[src/hw/rtl/asp_pkg.sv]
// ----------------------------------------------------------------------------
// asp_pkg
// Shared types and constants of the box sweep pair finder.
// ----------------------------------------------------------------------------
package asp_pkg;

    // Table and field sizes
    localparam int MAX_ENTRIES = 64;
    localparam int COORD_BITS  = 24;
    localparam int ID_BITS     = 16;
    localparam int IDX_BITS    = $clog2(MAX_ENTRIES);
    localparam int CNT_BITS    = $clog2(MAX_ENTRIES + 1);

    // One input beat: an actor's box
    typedef struct packed {
        logic [ID_BITS-1:0]           actor_id;
        logic                         active;
        logic                         movable;
        logic signed [COORD_BITS-1:0] min_x;
        logic signed [COORD_BITS-1:0] min_y;
        logic signed [COORD_BITS-1:0] min_z;
        logic signed [COORD_BITS-1:0] max_x;
        logic signed [COORD_BITS-1:0] max_y;
        logic signed [COORD_BITS-1:0] max_z;
        logic                         frame_end;
    } in_item_t;

    // One result beat
    typedef struct packed {
        logic [ID_BITS-1:0] first_id;
        logic [ID_BITS-1:0] second_id;
        logic               table_full;
        logic               last_of_run;
    } out_item_t;

    // Stored table entry
    typedef struct packed {
        logic [ID_BITS-1:0]           id;
        logic signed [COORD_BITS-1:0] min_x;
        logic signed [COORD_BITS-1:0] min_y;
        logic signed [COORD_BITS-1:0] min_z;
        logic signed [COORD_BITS-1:0] max_x;
        logic signed [COORD_BITS-1:0] max_y;
        logic signed [COORD_BITS-1:0] max_z;
    } entry_t;

    // Controller to datapath commands
    typedef struct packed {
        logic load;      // latch new item, rewind scan
        logic read;      // read table at scan index, advance
        logic overflow;  // emit table-full result, end item
        logic finish;    // emit last pending pair, store item, end item
        logic drop;      // skipped item, end item
    } dp_cmd_t;

    // Datapath to controller status
    typedef struct packed {
        logic take;       // item is active and movable
        logic full;       // table holds MAX_ENTRIES boxes
        logic empty;      // table holds no box
        logic scan_last;  // current scan index is the last stored entry
    } dp_stat_t;

    // Controller states
    typedef enum logic [4:0] {
        ST_IDLE   = 5'b00001,
        ST_CHECK  = 5'b00010,
        ST_SCAN   = 5'b00100,
        ST_FLUSH  = 5'b01000,
        ST_FINISH = 5'b10000
    } ctrl_state_t;

endpackage

[src/hw/rtl/asp_ctrl.sv]
// ----------------------------------------------------------------------------
// asp_ctrl
// Sequencer: decides per item between skip, overflow, store and table scan.
// ----------------------------------------------------------------------------
module asp_ctrl (
    input  logic             clk,
    input  logic             rst_n,
    input  logic             start,
    output logic             busy,
    input  asp_pkg::dp_stat_t stat,
    output asp_pkg::dp_cmd_t  cmd
);
    import asp_pkg::*;

    ctrl_state_t state_reg;
    ctrl_state_t state_next;

    // State register
    always_ff @(posedge clk or negedge rst_n)
    begin
        if (!rst_n)
        begin
            state_reg <= ST_IDLE;
        end
        else
        begin
            state_reg <= state_next;
        end
    end

    // Next state and commands
    always_comb
    begin
        state_next = state_reg;
        cmd        = '0;
        case (state_reg)
            ST_IDLE:
            begin
                if (start)
                begin
                    cmd.load   = 1'b1;
                    state_next = ST_CHECK;
                end
            end
            ST_CHECK:
            begin
                if (!stat.take)
                begin
                    cmd.drop   = 1'b1;
                    state_next = ST_IDLE;
                end
                else if (stat.full)
                begin
                    cmd.overflow = 1'b1;
                    state_next   = ST_IDLE;
                end
                else if (stat.empty)
                begin
                    cmd.finish = 1'b1;
                    state_next = ST_IDLE;
                end
                else
                begin
                    state_next = ST_SCAN;
                end
            end
            ST_SCAN:
            begin
                cmd.read = 1'b1;
                if (stat.scan_last)
                begin
                    state_next = ST_FLUSH;
                end
            end
            ST_FLUSH:
            begin
                // last read entry is compared in this cycle
                state_next = ST_FINISH;
            end
            ST_FINISH:
            begin
                cmd.finish = 1'b1;
                state_next = ST_IDLE;
            end
            default:
            begin
                state_next = ST_IDLE;
            end
        endcase
    end

    assign busy = (state_reg != ST_IDLE);

endmodule

[config.mk]
export PLATFORM = sky130hd
export DESIGN_NAME = asp_ctrl
export DESIGN_NICKNAME = d
export VERILOG_FILES = /design/src/hw/rtl/asp_pkg.sv /design/src/hw/rtl/asp_ctrl.sv
export SDC_FILE = /design/constraint.sdc
export NUM_CORES = 1
export LEC_CHECK = 0
export BUFFER_PORTS_ARGS = -buffer_cell sky130_fd_sc_hd__buf_2
export CAP_MARGIN = 20
export CORE_AREA = 4 4 41 43
export DETAILED_ROUTE_END_ITERATION = 6
export DIE_AREA = 0 0 45 47
export PLACE_DENSITY = 0.52
export SLEW_MARGIN = 30
export SYNTH_ARGS = -nofsm -noshare
export SYNTH_HDL_FRONTEND = slang
export SYNTH_SLANG_ARGS = --single-unit
[constraint.sdc]
create_clock -name clk -period 2.1 [get_ports clk]
set_clock_uncertainty 0.15 [all_clocks]
set_input_delay 0.21 -clock clk [delete_from_list [all_inputs] [get_ports clk]]
set_output_delay 0.21 -clock clk [all_outputs]
set_load 0.005 [all_outputs]
==> results.toml <==
[yosys]
ys_ff_latch = 5
yosys_warnings = 0
synth_top_family_by_area = "simple AND/OR/NAND/NOR gates"
synthAdderAreaFrac = 0
seq_area_frac_synth = 0.399
synth_compound_area_frac = 0.111
muxShareOfSynthArea = 0
synth_area_sq_um = 317
synthesis.nets = 39
synth_xor_area_frac = 0.0277
synthCells = 32
synth.distinct_cells = 22
syn_avg_cell_area_sq_um = 9.89
synthSimpleGateAreaFrac = 0.435

[floorplanning]
dieHeight_microns = 47
die_area_sq_um = 2120
core_area_sq_um = 1300
die_w_microns = 45
pin_count = 13
start_util = 0.243
rows = 13

[detailed_routing]
dr.first_iter.drc_count = 2
post_drt_wl_per_cell_microns = 11.2
route.detailed.drc = 0
finalWirelength_microns = 760
dr.pass1.iters = 2
via_per_inst = 4.63
ant_nets = 0
num_vias = 315

[timing]
grt_setup_unrepaired = "false"
setup_violations = 0
tns_ns = 0
holdWs_ns = 0.0437
fmax_mhz = 502
tightest_slew_ns = 0.395
min_period_ns = 1.99
fin_crit_sh = 0.949
slew_headroom = 0.734
finalMaxSlewViolations = 0
final-hold-violation-count = 0

[worst_setup_path]
endpoint_kind = "primary output"
slowest_stage = "or4b_4"
r2r_slack_ns = 0.38
rr_worst_depth = 4
critPathMaxFanout = 3
crit_required_ns = 1.74
cp-start-kind = "flip-flop"
r2r_start = "state_reg[3]$_DFFE_PN0P_"
crit_chain = "or4b_4, nor4b_2, a32o_2, buf_2"
crit_arrival_ns = 1.63
cpLargestDelayFamily = "simple AND/OR/NAND/NOR gates"
crit_type = "flip-flop to primary output"
critical_path_buf_inv_count = 1
slowest_delay_ns = 0.55
worstReg2RegEnd = "state_reg[0]$_DFFE_PN1P_"

[clocking]
worstSkewPairLatency_ns = 0.24
h-tree-depth = 1
clock_path_buffers = 2
clockRootBuffer = "clkbuf_4"
clk_pin_slew_worst_paths_ns = 0.04
numClockSinks = 5
cts_tree = "built"
cts_buffers = 3

[global_routing]
grt-ovfl-total = 0
grt_max_degree = 13
antenna_found_initial = 0
grt_pass1_wl_microns = 1350
first_global_vias = 332
track_usage = 0.0922

[hold_path]
hold_path_end = "state_reg[3]$_DFFE_PN0P_"
hold_depth = 2
hp-class = "primary input to flip-flop"
min_from = "stat[0]"

[pwr]
ir_worst_vdd_mv = 0.466
power.total_mw = 0.407
power.density_nw_per_um2 = 869
leakage_nw = 0.241

[final_layout]
insertedDiodeCount = 0
nFillCells = 151
fin_nets = 61
fin_cells = 68
drive_above_1_share = 0.472
largest_reg_flops = 5
areaGrowthSynthToFinish_pct = 47.8
design_area_sq_um = 468

[place]
place_congestion = 0.709
post-place-cells = 61
placed_cell_area_sq_um = 413
hpwlAfterDp_microns = 552
port_buffers = 12

[run]
maxCapViolCount = 0

[run_status]
status = "finished, final reports clean"
## placed cells by master (no fill, tap or decap), types with 2 or more instances in the layout
| cell type | netlist | routed |
|---|---|---|
| buf_2 | 1 | 12 |
| buf_4 | 0 | 4 |
| and3_1 | 3 | 3 |
| nor2_1 | 3 | 3 |
| clkbuf_4 | 0 | 3 |
| dfrtp_1 | 4 | 3 |
| nand2b_1 | 2 | 2 |
| nor4_1 | 2 | 2 |
| nor3_1 | 2 | 2 |
| dlygate4sd3_1 | 0 | 2 |
## final cells by class
cell class,count,area [sq um],area share
timing repair buffer,18,110,0.235
clock buffer,4,26.3,0.0561
multi-input combinational,25,181,0.388
sequential,5,128,0.273
inverter,1,3.75,0.00802
tap,15,18.8,0.0401
## worst max-delay path by stage
stage	start	end	slack [ns]	depth (start not counted)
after detailed placement	state_reg[1]$_DFFE_PN0P_	cmd[1]	0.30	4
after global routing	state_reg[3]$_DFFE_PN0P_	cmd[1]	0.01	4
after global placement	state_reg[1]$_DFFE_PN0P_	cmd[1]	0.32	4
final	state_reg[3]$_DFFE_PN0P_	cmd[1]	0.11	4
after floorplan	state_reg[4]$_DFFE_PN0P_	cmd[1]	0.38	3
after CTS	state_reg[4]$_DFFE_PN0P_	cmd[1]	0.04	4
## stage by stage
step / utilization / setup slack (ns)
after floorplan: - / 0.379
after global routing: 0.360 / 0.0143
after global placement: 0.317 / 0.317
after CTS: 0.353 / 0.0364
final: 0.360 / 0.107
after detailed placement: 0.317 / 0.305
## what timing repair did
item                                    in CTS  in global routing
buffers inserted                             0                  1
resized for setup                            0                  1
hold endpoints to repair                     6                  0
hold buffers                                 2                  0
endpoints found under the setup margin       0                  1
## synthesized netlist by cell type
master / count / area share
and2_1: 1 / 0.020
nor4_2: 1 / 0.040
xor2_1: 1 / 0.028
o21ai_0: 1 / 0.016
nor2_1: 3 / 0.036
nor3_1: 2 / 0.032
buf_2: 1 / 0.016
nor4b_2: 1 / 0.047
dfrtp_1: 4 / 0.32
nand2b_1: 2 / 0.040
or2_1: 1 / 0.020
nor3b_1: 1 / 0.024
o32ai_1: 1 / 0.028
a32o_2: 1 / 0.036
nor4_1: 2 / 0.040
or4b_4: 1 / 0.043
o211a_1: 1 / 0.032
and3_1: 3 / 0.059
nand2_1: 1 / 0.012
inv_1: 1 / 0.012
or4_1: 1 / 0.024
dfstp_2: 1 / 0.083
## logic make-up (layout without fill, tap and decap cells)
family                    after synthesis  count (layout)
AOI/OAI and AO/OA                       4               4
xor gates and xnor gates                1               1
DFF                                     5               5
and+or+nand+nor                        20              20
buffers and inverters                   2              23
## power breakdown
part | total [mW] | leakage (nW) | internal [mW] | switching (mW)
Combinational | 0.134 | 0.162 | 0.0771 | 0.0570
Sequential | 0.164 | 0.0640 | 0.123 | 0.0410
Clock | 0.109 | 0.0150 | 0.0717 | 0.0371
Total | 0.407 | 0.241 | 0.271 | 0.135
## metal layers
layer	vias to the layer above	wire length, microns	GRT usage
li1	164	-	-
met5	-	0	0
met2	12	316	0.138
met1	139	379	0.106
met3	0	64	0.0460
met4	0	0	0.0526
Note: power is estimated with default switching activity, not from simulation.
